**config.mk**
```make
export PLATFORM = sky130hd
export DESIGN_NAME = msc_data_group_framer
export DESIGN_NICKNAME = d
export VERILOG_FILES = /design/src/hdl/msc_dgf_pkg.sv /design/src/hdl/msc_dgf_emit.sv /design/src/hdl/msc_dgf_obuf.sv /design/src/hdl/msc_data_group_framer.sv
export SDC_FILE = /design/constraint.sdc
export NUM_CORES = 1
export LEC_CHECK = 0
export BUFFER_PORTS_ARGS = -buffer_cell sky130_fd_sc_hd__buf_2
export CAP_MARGIN = 5
export CORE_MARGIN = 4
export CORE_UTILIZATION = 35
export CTS_CLUSTER_DIAMETER = 50
export DETAILED_ROUTE_END_ITERATION = 12
export HOLD_SLACK_MARGIN = 0.15
export PLACE_DENSITY = 0.6
export REMOVE_ABC_BUFFERS = 1
export SYNTH_ARGS = -nofsm -noshare
export SYNTH_HDL_FRONTEND = slang
export SYNTH_SLANG_ARGS = --single-unit
```
**constraint.sdc**
```tcl
create_clock -name clk -period 6.38 [get_ports clk]
set_input_delay 0.319 -clock clk [delete_from_list [all_inputs] [get_ports clk]]
set_output_delay 0.319 -clock clk [all_outputs]
set_load 0.1 [all_outputs]
```
**src/hdl/msc_dgf_pkg.sv**
```systemverilog
// Shared types, constants and byte/CRC functions for the MSC data group framer.
// Used by msc_dgf_emit, msc_dgf_obuf and msc_data_group_framer.
`timescale 1ns / 1ps

package msc_dgf_pkg;

  localparam int TYPE_W      = 4;
  localparam int SEGN_W      = 15;
  localparam int TID_W       = 16;
  localparam int SLEN_W      = 13;
  localparam int BYTE_W      = 8;
  localparam int CRC_W       = 16;
  localparam int IN_TDATA_W  = 64;
  localparam int OUT_TDATA_W = 8;
  localparam int IDX_W       = 4;

  // Position of the byte being produced within one item's results
  localparam logic [IDX_W-1:0] IDX_FIRST    = 4'd0;
  localparam logic [IDX_W-1:0] IDX_HDR_LAST = 4'd8;
  localparam logic [IDX_W-1:0] IDX_HCRC_HI  = 4'd9;
  localparam logic [IDX_W-1:0] IDX_HCRC_LO  = 4'd10;
  localparam logic [IDX_W-1:0] IDX_DCRC_HI  = 4'd1;
  localparam logic [IDX_W-1:0] IDX_DCRC_LO  = 4'd2;

  // Header byte positions
  localparam logic [IDX_W-1:0] HB_TYPE     = 4'd0;
  localparam logic [IDX_W-1:0] HB_CI       = 4'd1;
  localparam logic [IDX_W-1:0] HB_SEGN_HI  = 4'd2;
  localparam logic [IDX_W-1:0] HB_SEGN_LO  = 4'd3;
  localparam logic [IDX_W-1:0] HB_ACCESS   = 4'd4;
  localparam logic [IDX_W-1:0] HB_TID_HI   = 4'd5;
  localparam logic [IDX_W-1:0] HB_TID_LO   = 4'd6;
  localparam logic [IDX_W-1:0] HB_SLEN_HI  = 4'd7;
  localparam logic [IDX_W-1:0] HB_SLEN_LO  = 4'd8;

  localparam logic [CRC_W-1:0]  CRC_INIT   = 16'hFFFF;
  localparam logic [CRC_W-1:0]  CRC_POLY   = 16'h1021;
  // extension 0, CRC 1, segment 1, user access 1
  localparam logic [BYTE_W-1:0] HDR_FLAGS  = 8'h70;
  // RFA 0, transport id flag 1, length indicator 2
  localparam logic [BYTE_W-1:0] HDR_ACCESS = 8'h12;

  typedef enum logic {
    CMD_HEADER = 1'b0,
    CMD_DATA   = 1'b1
  } cmd_t;

  typedef struct packed {
    cmd_t              cmd;
    logic [TYPE_W-1:0] group_type;
    logic [SEGN_W-1:0] segment_number;
    logic              last_segment;
    logic [TID_W-1:0]  transport_id;
    logic [SLEN_W-1:0] segment_length;
    logic [BYTE_W-1:0] data_byte;
  } item_t;

  typedef struct packed {
    logic [BYTE_W-1:0] out_byte;
    logic              end_of_group;
  } res_t;

  typedef struct packed {
    logic busy;
    logic advance;
    logic done;
  } emit_stat_t;

  // CRC-16-CCITT, MSB first, one byte
  function automatic logic [CRC_W-1:0] crc_byte(input logic [CRC_W-1:0] crc,
                                                input logic [BYTE_W-1:0] b);
    logic [CRC_W-1:0] c;
    c = crc ^ {b, 8'h00};
    for (int i = 0; i < BYTE_W; i++) begin
      c = c[CRC_W-1] ? ({c[CRC_W-2:0], 1'b0} ^ CRC_POLY) : {c[CRC_W-2:0], 1'b0};
    end
    return c;
  endfunction

  function automatic logic [BYTE_W-1:0] hdr_byte(input logic [IDX_W-1:0] idx,
                                                 input item_t it);
    logic [BYTE_W-1:0] b;
    unique case (idx)
      HB_TYPE:    b = HDR_FLAGS | {4'h0, it.group_type};
      HB_CI:      b = {it.segment_number[3:0], 4'h0};
      HB_SEGN_HI: b = {it.last_segment, it.segment_number[14:8]};
      HB_SEGN_LO: b = it.segment_number[7:0];
      HB_ACCESS:  b = HDR_ACCESS;
      HB_TID_HI:  b = it.transport_id[15:8];
      HB_TID_LO:  b = it.transport_id[7:0];
      HB_SLEN_HI: b = {3'b000, it.segment_length[12:8]};
      HB_SLEN_LO: b = it.segment_length[7:0];
      default:    b = 8'h00;
    endcase
    return b;
  endfunction

endpackage

```
**src/hdl/msc_dgf_emit.sv**
```systemverilog
// Holds the current input item and sequences its result bytes, one per step.
// Keeps the running CRC and group state. Depends on msc_dgf_pkg.
`timescale 1ns / 1ps

module msc_dgf_emit (
  input  logic                 clk,
  input  logic                 rst_n,
  input  logic                 in_load,
  input  msc_dgf_pkg::item_t   in_item,
  input  logic                 obuf_ready,
  output msc_dgf_pkg::res_t    res,
  output logic                 res_valid,
  output msc_dgf_pkg::emit_stat_t stat
);
  import msc_dgf_pkg::*;

  logic                busy_r, busy_nxt;
  item_t               item_r;
  logic [IDX_W-1:0]    idx_r, idx_nxt;
  logic [CRC_W-1:0]    crc_r, crc_nxt;
  logic [SLEN_W-1:0]   rem_r, rem_nxt;
  logic                open_r, open_nxt;

  logic                is_hdr;
  logic                drop;
  logic                crc_step;
  logic                is_hi;
  logic                is_lo;
  logic                done;
  logic                advance;
  logic [BYTE_W-1:0]   byte_in;
  logic [CRC_W-1:0]    crc_src;
  logic [CRC_W-1:0]    crc_upd;
  logic [CRC_W-1:0]    crc_inv;

  always_comb begin
    is_hdr   = (item_r.cmd == CMD_HEADER);
    // data item with no group open gives no result
    drop     = !is_hdr && (idx_r == IDX_FIRST) && !open_r;
    crc_step = is_hdr ? (idx_r <= IDX_HDR_LAST) : (idx_r == IDX_FIRST);
    is_hi    = (idx_r == (is_hdr ? IDX_HCRC_HI : IDX_DCRC_HI));
    is_lo    = (idx_r == (is_hdr ? IDX_HCRC_LO : IDX_DCRC_LO));
    byte_in  = is_hdr ? hdr_byte(idx_r, item_r) : item_r.data_byte;
    crc_src  = (is_hdr && idx_r == IDX_FIRST) ? CRC_INIT : crc_r;
    crc_upd  = crc_byte(crc_src, byte_in);
    crc_inv  = ~crc_r;

    res.out_byte     = crc_step ? byte_in : (is_hi ? crc_inv[15:8] : crc_inv[7:0]);
    res.end_of_group = is_lo;
    res_valid        = busy_r && !drop;
    advance          = busy_r && (drop || obuf_ready);

    done = drop || is_lo
        || (is_hdr && idx_r == IDX_HDR_LAST && item_r.segment_length != '0)
        || (!is_hdr && idx_r == IDX_FIRST && rem_r != SLEN_W'(1));

    stat.busy    = busy_r;
    stat.advance = advance;
    stat.done    = done;
  end

  always_comb begin
    busy_nxt = busy_r;
    idx_nxt  = idx_r;
    crc_nxt  = crc_r;
    rem_nxt  = rem_r;
    open_nxt = open_r;
    if (advance && !drop) begin
      idx_nxt = done ? IDX_FIRST : idx_r + IDX_W'(1);
      if (crc_step) begin
        crc_nxt = crc_upd;
      end else if (is_lo) begin
        crc_nxt = CRC_INIT;
      end
      if (idx_r == IDX_FIRST) begin
        // group state settles on the first byte; the CRC bytes only read crc_r
        if (is_hdr) begin
          rem_nxt  = item_r.segment_length;
          open_nxt = (item_r.segment_length != '0);
        end else begin
          rem_nxt  = rem_r - SLEN_W'(1);
          open_nxt = (rem_r != SLEN_W'(1));
        end
      end
    end
    if (advance && done) begin
      busy_nxt = 1'b0;
    end
    if (in_load) begin
      busy_nxt = 1'b1;
    end
  end

  always_ff @(posedge clk) begin
    if (!rst_n) begin
      busy_r <= 1'b0;
      idx_r  <= IDX_FIRST;
      crc_r  <= CRC_INIT;
      rem_r  <= '0;
      open_r <= 1'b0;
    end else begin
      busy_r <= busy_nxt;
      idx_r  <= idx_nxt;
      crc_r  <= crc_nxt;
      rem_r  <= rem_nxt;
      open_r <= open_nxt;
    end
  end

  always_ff @(posedge clk) begin
    if (in_load) begin
      item_r <= in_item;
    end
  end

endmodule

```
**src/hdl/msc_dgf_obuf.sv**
```systemverilog
// Output register for the result channel; takes a new item when it is empty or
// when the held one leaves. Depends on msc_dgf_pkg.
`timescale 1ns / 1ps

module msc_dgf_obuf (
  input  logic               clk,
  input  logic               rst_n,
  input  msc_dgf_pkg::res_t  res,
  input  logic               res_valid,
  output logic               obuf_ready,
  input  logic               out_tready,
  output logic               out_tvalid,
  output msc_dgf_pkg::res_t  out_res
);
  import msc_dgf_pkg::*;

  logic valid_r, valid_nxt;
  res_t data_r;

  assign obuf_ready = !valid_r || out_tready;
  assign valid_nxt  = obuf_ready ? res_valid : valid_r;

  always_ff @(posedge clk) begin
    if (!rst_n) begin
      valid_r <= 1'b0;
    end else begin
      valid_r <= valid_nxt;
    end
  end

  always_ff @(posedge clk) begin
    if (obuf_ready && res_valid) begin
      data_r <= res;
    end
  end

  assign out_tvalid = valid_r;
  assign out_res    = data_r;

endmodule

```
**src/hdl/msc_data_group_framer.sv**
```systemverilog
// MSC data group framer: header, payload pass-through and inverted CRC-16.
// An accepted item is held in the sequencer, and its result bytes are registered
// in the output buffer before out_tdata. One result byte per cycle while the output
// is not stalled; a data item gives one byte (three when it closes the group), a
// header nine bytes (eleven with zero length). A dropped data item gives no byte.
// Reset (rst_n low, synchronous): no group open, CRC at 0xFFFF, output empty.
`timescale 1ns / 1ps

module msc_data_group_framer (
  input  logic                                clk,
  input  logic                                rst_n,
  input  logic                                in_tvalid,
  output logic                                in_tready,
  // [3:0] group_type, [18:4] segment_number, [19] last_segment,
  // [35:20] transport_id, [48:36] segment_length, [56:49] data_byte, [63:57] zero
  input  logic [msc_dgf_pkg::IN_TDATA_W-1:0]  in_tdata,
  // [0] command
  input  logic                                in_tuser,
  output logic                                out_tvalid,
  input  logic                                out_tready,
  // [7:0] out_byte
  output logic [msc_dgf_pkg::OUT_TDATA_W-1:0] out_tdata,
  output logic                                out_tlast
);
  import msc_dgf_pkg::*;

  item_t      in_item;
  logic       in_load;
  res_t       res;
  logic       res_valid;
  logic       obuf_ready;
  emit_stat_t stat;
  res_t       out_res;

  always_comb begin
    in_item.cmd            = cmd_t'(in_tuser);
    in_item.group_type     = in_tdata[3:0];
    in_item.segment_number = in_tdata[18:4];
    in_item.last_segment   = in_tdata[19];
    in_item.transport_id   = in_tdata[35:20];
    in_item.segment_length = in_tdata[48:36];
    in_item.data_byte      = in_tdata[56:49];
  end

  // take a new item when idle or when the held one produces its final step
  assign in_tready = !stat.busy || (stat.advance && stat.done);
  assign in_load   = in_tvalid && in_tready;

  msc_dgf_emit u_emit (
    .clk        (clk),
    .rst_n      (rst_n),
    .in_load    (in_load),
    .in_item    (in_item),
    .obuf_ready (obuf_ready),
    .res        (res),
    .res_valid  (res_valid),
    .stat       (stat)
  );

  msc_dgf_obuf u_obuf (
    .clk        (clk),
    .rst_n      (rst_n),
    .res        (res),
    .res_valid  (res_valid),
    .obuf_ready (obuf_ready),
    .out_tready (out_tready),
    .out_tvalid (out_tvalid),
    .out_res    (out_res)
  );

  assign out_tdata = out_res.out_byte;
  assign out_tlast = out_res.end_of_group;

`ifndef SYNTHESIS
  a_reset_empty: assert property (@(posedge clk) !rst_n |=> !out_tvalid && !stat.busy)
    else $error("output or sequencer not empty after reset");

  a_hold_blocks_input: assert property (@(posedge clk) disable iff (!rst_n)
    stat.busy && !stat.advance |-> !in_tready)
    else $error("input taken while the held item is stalled");

  a_accept_holds: assert property (@(posedge clk) disable iff (!rst_n)
    in_tvalid && in_tready |=> stat.busy)
    else $error("accepted item not held by the sequencer");
`endif

endmodule

```
Word level (Yosys, flattened, before mapping) --
Cells that the tools add are included.
Word-level totals: register bits 103, input port bits 69, output and inout port bits 11
Cells by class: add/subtract/negate cells 2, magnitude comparators 1, equality and inequality tests 11, muxes and demuxes 23, bitwise operators 11, reductions and logical operators 28
Operator list (number):
- $mux 13 | 9
- $pmux 8 s9 | 1
- $mux 16 | 3
- $mux 8 | 3
- $not 3->3 | 8
- $eq 4x3->1 const B | 4
- $not 16->16 | 1
- $xor 16x16->16 | 1
- $ne 13x1->1 const B | 1
- $reduce_bool 13->1 | 1
- $sub 13x1->13 const B | 1
- $logic_and 1x1->1 | 12
- $mux 4 | 3
- $eq 4x2->1 const B | 2
- $eq 4x4->1 | 2
- $logic_or 1x1->1 | 6
- $add 4x1->4 const B | 1
- $eq 4x1->1 const B | 1
- $eq 4x4->1 const B | 1
- $le 4x4->1 const B | 1
- $logic_not 1->1 | 4
- $logic_not 4->1 | 1
- $mux 1 | 4
- $reduce_and 2->1 | 2
- 2 further kinds | 3

Logic depth before layout (Yosys ltp) --
Gate-level depths: netlist of run 1.
depth in word-level cells 21, mapped depth 12

By module --
From an unflattened synthesis of run 1, not the netlist that was laid out.
Second synthesis, totals: cells, all modules 467, area, all modules 5006.1 µm²
By module, submodules not included:
- msc_dgf_emit | times used 1, cells an instance 450, area an instance 4659.5 µm², seq. area each 2442.3 µm²
- msc_dgf_obuf | times used 1, cells an instance 14, area an instance 327.8 µm², seq. area each 290.3 µm²
- msc_data_group_framer | times used 1, cells an instance 3, area an instance 18.8 µm², seq. area each 0.0 µm²

Worst setup path after synthesis of run 1 --
No wires, ideal clock.
kind register -> register, start reg u_emit.item_r[57] (netlist bit), end reg u_emit.item_r[0] (netlist bit), enable pin, setup time 474 ps, data arrival time 3930 ps, path slack 1976 ps, stages on the path, launching flop included 7, clock period less this slack 4404 ps, path through edfxtp_1 clkbuf_1 buf_2 buf_1 a32oi_1 o2bb2ai_1 nor2_1
Between the ends: word-level cells in the longest chain between the ends 8, elaborated cells on any way between the ends 16, classes of those cells eq/ne: 1; mux: 1; bitwise: 1; reduce/logical: 13
RTL lines:
- start: declaration | line msc_dgf_emit.sv:18 | item_t item_r;
- start signal: assignment | line msc_dgf_emit.sv:112 | item_r <= in_item;
- $mux 4, or another cell as far along | line msc_dgf_emit.sv:42 | is_lo = (idx_r == (is_hdr ? IDX_HCRC_LO : IDX_DCRC_LO));
- $eq 4x4->1, or another cell as far along | line msc_dgf_emit.sv:42
- $logic_or 1x1->1 or $logic_and 1x1->1 (tied branches) | line msc_dgf_emit.sv:53, msc_dgf_emit.sv:54
- $logic_or 1x1->1 | line msc_dgf_emit.sv:54 | || (is_hdr && idx_r == IDX_HDR_LAST && item_r.segment_length != '0)
- $logic_or 1x1->1 | line msc_dgf_emit.sv:55 | || (!is_hdr && idx_r == IDX_FIRST && rem_r != SLEN_W'(1));
- $logic_and 1x1->1 * | line msc_data_group_framer.sv:46 | assign in_tready = !stat.busy || (stat.advance && stat.done);
- $logic_or 1x1->1 * | line msc_data_group_framer.sv:46
- $logic_and 1x1->1 * | line msc_data_group_framer.sv:47 | assign in_load = in_tvalid && in_tready;
- via in_load | line msc_data_group_framer.sv:28 | logic in_load;
The timed path passes the listed nets; every way through them passes the cells marked *. A chain may end at the register's enable or synchronous reset.

Worst setup path in the final report of run 1 --
start reg u_emit.item_r[57] (netlist bit), end reg u_emit.rem_r[10]
Between the ends: word-level cells in the longest chain between the ends 6, elaborated cells on any way between the ends 8, classes of those cells mux: 1; reduce/logical: 7
RTL lines:
- $logic_and 1x1->1 (2 in a row) | line msc_dgf_emit.sv:39 | drop = !is_hdr && (idx_r == IDX_FIRST) && !open_r;
- $logic_or 1x1->1 | line msc_dgf_emit.sv:51 | advance = busy_r && (drop || obuf_ready);
- $logic_and 1x1->1 | line msc_dgf_emit.sv:51
- $logic_and 1x1->1 | line msc_dgf_emit.sv:68 | if (advance && !drop) begin
- $reduce_and 2->1 (no line)
- end signal: assignment | line msc_dgf_emit.sv:105 | rem_r <= rem_nxt;
- end: declaration | line msc_dgf_emit.sv:21 | logic [SLEN_W-1:0] rem_r, rem_nxt;
Several ways; a longest one is shown, not always the timed one.

==> impl_metrics.json, run 1 <==
{
  "status": "completed",
  "avgSynthCellArea_um2": 10.34,
  "worstReg2RegEnd": "u_emit.rem_r[10]",
  "cts_resized": 0,
  "dp_hpwl_um": 8651,
  "clk_path_buf_depth": 2,
  "p_leak_nw": 2.344,
  "ys_top_cells_by_count": "edfxtp_1, nor2_1, a21oi_1",
  "ys_async_sr_fraction_pct": 0,
  "register_area_um2": 2733,
  "final_util_pct": 44.93,
  "path_common_cell": "nand2_1",
  "multi_input_area_um2": 2140,
  "peakVddDrop_uv": 142.8,
  "synthTopCellsByArea": "edfxtp_1, dfxtp_1, nor2_1",
  "fill_cells": 1316,
  "cp-start-kind": "flop",
  "synth_top_area_share_pct": 39.39,
  "numCtsBuffers": 9,
  "worst_pin_slew_ns": 0.9486,
  "worstPathRequired_ns": 6.63,
  "drv_slew": 0,
  "cts.sinks": 103,
  "hold_start": "in_tdata[25]",
  "synth_edf_count": 67,
  "initial_core_util_pct": 36.23,
  "postRouteAntennaNets": 0,
  "grt_pass1_vias": 3987,
  "max_cap_violations": 0,
  "path_class": "reg2reg",
  "fmax_mhz": 275.9,
  "seq_area_frac_synth_pct": 53.50,
  "rows": 43,
  "grt_pass1_wl_um": 20880,
  "path_clk_slew_ns": 0.08,
  "path_cells": "buf_4 -> nand2_1 -> o31ai_1 -> or2b_2 -> clkinv_1 -> nand2_1 -> a21oi_1 -> o221a_2",
  "root_buffer": "clkbuf_16",
  "path_delay_family": "simple AND/OR/NAND/NOR gates",
  "setup_viol": 0,
  "grt_max_degree": 57,
  "grt_use_total_pct": 15.95,
  "drt_wl_total_um": 12960,
  "die-width_um": 128.8,
  "drt_iter0_drc": 317,
  "holdWs_ns": 0.1590,
  "pre_cts_ws_ns": 2.797,
  "powerDensity_nw_per_um2": 272.4,
  "place.gp.congestion": 0.8084,
  "yosys.cell_count.top_type": "edfxtp_1",
  "fin_ws_ns": 2.755,
  "worstPathMaxFanout": 29,
  "rsz0062_at_grt": "no",
  "syn_inst": 494,
  "diodes": 0,
  "avgRoutedWirePerCell_um": 16.50,
  "yosys_register_bits": 103,
  "drt_pass1_iterations": 7,
  "path_buf_inv": 2,
  "core_area_um2": 14100,
  "ys_types": 67,
  "yosysTopAreaCell": "edfxtp_1",
  "io_buffers": 72,
  "dr_total_vias": 4109,
  "r2r-start": "u_emit.item_r[57]",
  "slowest_delay_ns": 0.80,
  "maxSlewHeadroom_pct": 36.67,
  "finalCritPeriodShare_pct": 56.81,
  "fin_area_um2": 6334,
  "rrSetupSlack_ns": 2.76,
  "synth_area_um2": 5107,
  "setup-tns-final_ns": 0,
  "crit_slowest_cell": "edfxtp_1",
  "antenna_found_initial": 0,
  "period_needed_ns": 3.625,
  "vias_per_cell": 5.234,
  "io_pins": 80,
  "worstSkewPairLatency_ns": 0.35,
  "die_y_um": 128.8,
  "hold_path_depth": 1,
  "finalClockSkew_ns": 0.01327,
  "drc_errors": 0,
  "holdPathEnd": "u_emit.item_r[26]",
  "yosys_warnings": 0,
  "die_area_um2": 16590,
  "syn_to_final_growth_pct": 24.01,
  "grt_remaining_overflow": 0,
  "finalNetCount": 675,
  "drive_above_1_share_pct": 19.01,
  "h-tree-depth": 3,
  "cts_tree": "yes",
  "finalHoldViolCount": 0,
  "r2r_cells": 8,
  "crit_arrival_ns": 3.87,
  "ys.flop_type": "edfxtp_1",
  "placed_area_um2": 5567,
  "end_kind": "flop",
  "hold_path.class": "in2reg"
}
## registers in the layout (all words and copies together) (netlist names)
register / flops
u_obuf.out_tvalid: 1
u_emit.busy_r: 1
u_emit.idx_r: 4
u_emit.crc_r: 16
u_emit.item_r: 58
u_emit.open_r: 1
u_obuf.out_res: 9
u_emit.rem_r: 13
## power breakdown
part	leakage, nW	total, mW	internal (mW)	switching (mW)
Sequential	0.940	0.810	0.770	0.0396
Clock	0.142	0.555	0.307	0.248
Combinational	1.26	0.360	0.147	0.213
Total	2.34	1.73	1.22	0.501
## metal layers
layer	up-vias	GRT usage [%]	routed length, µm
met5	-	0	0
met4	0	4.632	176
met3	17	3.362	760
met2	142	25.46	6165
met1	1942	21.94	5853
li1	2008	-	-
## cell usage in the layout, fill, tap and decap left out, types with 16 or more instances in the layout
master	synthesis	final
inv_1	16	16
edfxtp_1	67	67
a21oi_1	45	45
nor2_1	63	62
dfxtp_1	36	36
xnor2_1	20	20
o21ai_0	25	25
nand2_1	37	37
dlygate4sd3_1	0	47
buf_2	5	72
## final cells by class
cell class | count | area share, %
clock buffers | 10 | 3.615
clock inverters | 6 | 1.067
inverters | 17 | 1.008
multi-input cells | 344 | 33.78
flip-flops and latches | 103 | 43.15
well taps | 180 | 3.556
repair buffers | 125 | 13.83
## per-stage QoR
step / std cells / total power, mW
finish: 785 / 1.725
global placement: 722 / 1.151
CTS: 779 / 1.729
detailed placement: 722 / 1.159
floorplan: 464 / 1.063
global route: 785 / 1.806
## worst max path at each step
stage                            startpoint          endpoint  slack [ns]  cells after the start
final                     u_emit.item_r[57]  u_emit.rem_r[10]        2.76                      8
after global routing      u_emit.item_r[57]   u_emit.rem_r[2]        2.42                      9
after CTS                 u_emit.item_r[57]  u_emit.rem_r[10]        2.78                      8
after detailed placement  u_emit.item_r[57]  u_emit.rem_r[10]        2.80                      8
after global placement    u_emit.item_r[57]  u_emit.rem_r[10]        2.93                      8
after floorplan           u_emit.item_r[57]  u_emit.item_r[0]        1.56                      6
## repair_timing
action | 4_1_cts | 5_1_grt
buffers inserted | 0 | 0
hold buffers | 41 | 6
endpoints found under the setup margin | 0 | 0
endpoints found under the hold margin | 41 | 6
## kinds of logic (layout without fill, tap and decap cells)
family,count (synthesis),count (layout),synth area share (%)
xor+xnor,28,28,5.096
compound gates,132,132,16.36
mux,18,18,3.773
fa+ha+maj,6,6,1.470
flops,103,103,53.50
simple gates,160,160,15.04
buf+inv,47,158,4.752
Power figures use the tool's default switching activity.
==> inputs of run 2 (changes only) <==
Settings changed: ABC_AREA set to 1.
Clock period 6.38 ns to 3.8 ns, I/O delays scaled along.
==> run 2 against run 1 <==
  * First-iteration DRC count is 19% higher
  * Sequential power is 68% higher
  * Synthesized area is 2.3% higher
  * Critical path type is now reg2out
  * Highest routed layer unchanged
==> impl_metrics.json, run 2 <==
{
  "grt_max_degree": 41,
  "finalCritPeriodShare_pct": 84.38,
  "ys_types": 32,
  "io_buffers": 72,
  "synthTopCellsByArea": "edfxtp_1, dfxtp_1, nand2_1",
  "drt_pass1_iterations": 5,
  "die-width_um": 130.2,
  "seq_area_frac_synth_pct": 52.32,
  "place_inst": 878,
  "cp-endpoint": "in_tready",
  "critPathLaunch": "u_emit.idx_r[2]",
  "avgRoutedWirePerCell_um": 14.29,
  "ys_async_sr_fraction_pct": 0,
  "diodes": 0,
  "synth_edf_count": 67,
  "worstSkewPairLatency_ns": 0.35,
  "ys.flop_type": "edfxtp_1",
  "path_depth": 9,
  "die_y_um": 130.2,
  "worst_pin_slew_ns": 0.8609,
  "finalClockSkew_ns": 0.009941,
  "end_kind": "primary output",
  "grt_remaining_overflow": 0,
  "fin_area_um2": 6653,
  "max_cap_violations": 0,
  "r2r_cells": 9,
  "rrSetupSlack_ns": 0.72,
  "worstPathMaxFanout": 23,
  "drive_above_1_share_pct": 13.77,
  "cts.sinks": 103,
  "ys_top_cells_by_count": "nand2_1, nand3_1, nor2_1",
  "initial_core_util_pct": 35.80,
  "synth_area_um2": 5223,
  "peakVddDrop_uv": 237.7,
  "status": "completed",
  "vias_per_cell": 5.012,
  "io_pins": 80,
  "drv_slew": 0,
  "rows": 44,
  "slowest_delay_ns": 0.76,
  "final_cell_mix": "nand2_1, nand3_1, nor2_1, buf_2, edfxtp_1",
  "wl_met3_um": 789,
  "path_common_cell": "inv_1",
  "finalHoldViolCount": 0,
  "syn_to_final_growth_pct": 27.38,
  "path_clk_slew_ns": 0.07,
  "worstPathRequired_ns": 3.61,
  "grt_pass1_wl_um": 22000,
  "fmax_mhz": 311.9,
  "m1WireLength_um": 6101,
  "drt_iter0_drc": 376,
  "p_leak_nw": 2.942,
  "numCtsBuffers": 9,
  "maxSlewHeadroom_pct": 42.55,
  "yosysTopAreaCell": "edfxtp_1",
  "multi_input_area_um2": 2165,
  "h-tree-depth": 3,
  "worstReg2RegEnd": "u_emit.item_r[11]",
  "crit_slowest_cell": "nor2_2",
  "regMostFlops": "u_emit.item_r",
  "hold_path.class": "in2reg",
  "finalNetCount": 840,
  "yosys.cell_count.top_type": "nand2_1",
  "largest_register_ffs": 58,
  "drt_wl_total_um": 13640,
  "crit_arrival_ns": 3.02,
  "grt_pass1_vias": 4541,
  "cts_tree": "yes",
  "finalPower_mw": 3.091,
  "setup_viol": 0,
  "dr_total_vias": 4781,
  "grt_use_total_pct": 16.62,
  "avgSynthCellArea_um2": 8.097,
  "die_area_um2": 16940,
  "antenna_found_initial": 0,
  "cp-start-kind": "flop",
  "yosys_warnings": 0,
  "drc_errors": 0,
  "powerDensity_nw_per_um2": 464.6,
  "yosys_register_bits": 103,
  "syn_inst": 645,
  "route.top_layer_used": "met4",
  "core_area_um2": 14590,
  "instances_no_fill": 954,
  "place.gp.congestion": 0.8615,
  "path_delay_family": "simple AND/OR/NAND/NOR gates",
  "setup-tns-final_ns": 0,
  "path_class": "reg2out",
  "root_buffer": "clkbuf_16",
  "placed_area_um2": 5732,
  "route.met2.wl_um": 6317,
  "rsz0062_at_grt": "no",
  "mostFrequentLayoutCell": "nand2_1",
  "register_area_um2": 2733,
  "fill_cells": 1386,
  "synth_top_area_share_pct": 38.52,
  "path_cells": "nor2_2 -> nand2_2 -> nor3_1 -> or2_1 -> inv_1 -> nand4_1 -> o21ai_1 -> inv_1 -> buf_2",
  "postRouteAntennaNets": 0,
  "clk_path_buf_depth": 2,
  "r2r-start": "u_emit.idx_r[2]",
  "top_regs": "u_emit.item_r: 58 flops, u_emit.crc_r: 16 flops, u_emit.rem_r: 13 flops",
  "path_buf_inv": 3,
  "dp_hpwl_um": 9242,
  "period_needed_ns": 3.207
}
[run 2: worst register-to-register path: cells and delay by family, from the launching register on]
| kind | cells | cell delay, ns |
|---|---|---|
| buf+inv | 2 | 0.49 |
| compound gates | 1 | 0.15 |
| simple gates | 6 | 1.55 |
| flops | 1 | 0.50 |
[run 2: routing by layer]
layer  up-vias  global-route usage (%)
met5         -                       0
met2       160                   26.64
met3        27                   3.029
met1      2196                   21.27
li1       2398                       -
met4         0                   9.046
[run 2: logic make-up after synthesis]
logic type,Yosys count,share of synthesized area [%]
flip-flops,103,52.32
buffers and inverters,83,6.373
AO/OA/AOI/OAI,79,8.265
adder cells (fa/ha/maj),6,1.437
AND/OR/NAND/NOR,363,29.76
XOR/XNOR,11,1.845
[run 2: area by class of cell]
class                      count  share of cell area [%]
sequential                   103                   41.08
multi-input combinational    459                   32.54
timing repair buffer         137                   15.01
clock buffer                  10                   3.592
tap                          184                   3.461
inverter                      55                   3.103
clock inverter                 6                   1.222
[run 2: through the flow]
step,hold WS (ns),setup WS (ns),util (%)
floorplan,0.2589,-0.8626,-
global placement,0.3663,0.7738,39.29
detailed placement,0.3681,0.7129,39.29
CTS,0.2047,0.5800,45.60
global route,0.2415,0.3215,45.60
finish,0.2083,0.5934,45.60
[run 2: how the worst min path moves through the flow]
stage               slack, ns    startpoint  cells past startpoint           endpoint
finish                   0.21    out_tready                      4  u_obuf.out_tvalid
global route             0.24    out_tready                      4  u_obuf.out_tvalid
CTS                      0.20    out_tready                      4  u_obuf.out_tvalid
detailed placement       0.37  in_tdata[24]                      1  u_emit.item_r[25]
global placement         0.37  in_tdata[26]                      1  u_emit.item_r[27]
floorplan                0.26         rst_n                      1    u_emit.crc_r[1]
[run 2: timing repair]
action	4_1_cts	5_1_grt
hold endpoints to repair	62	0
resized for setup	0	0
buffers inserted	0	0
hold buffers	60	0
[run 2: where the power goes]
| group | leakage, nW | internal, mW | switching, mW |
|---|---|---|---|
| combinational | 1.84 | 0.250 | 0.478 |
| sequential | 0.941 | 1.30 | 0.0584 |
| clock | 0.158 | 0.592 | 0.409 |
| total | 2.94 | 2.15 | 0.946 |
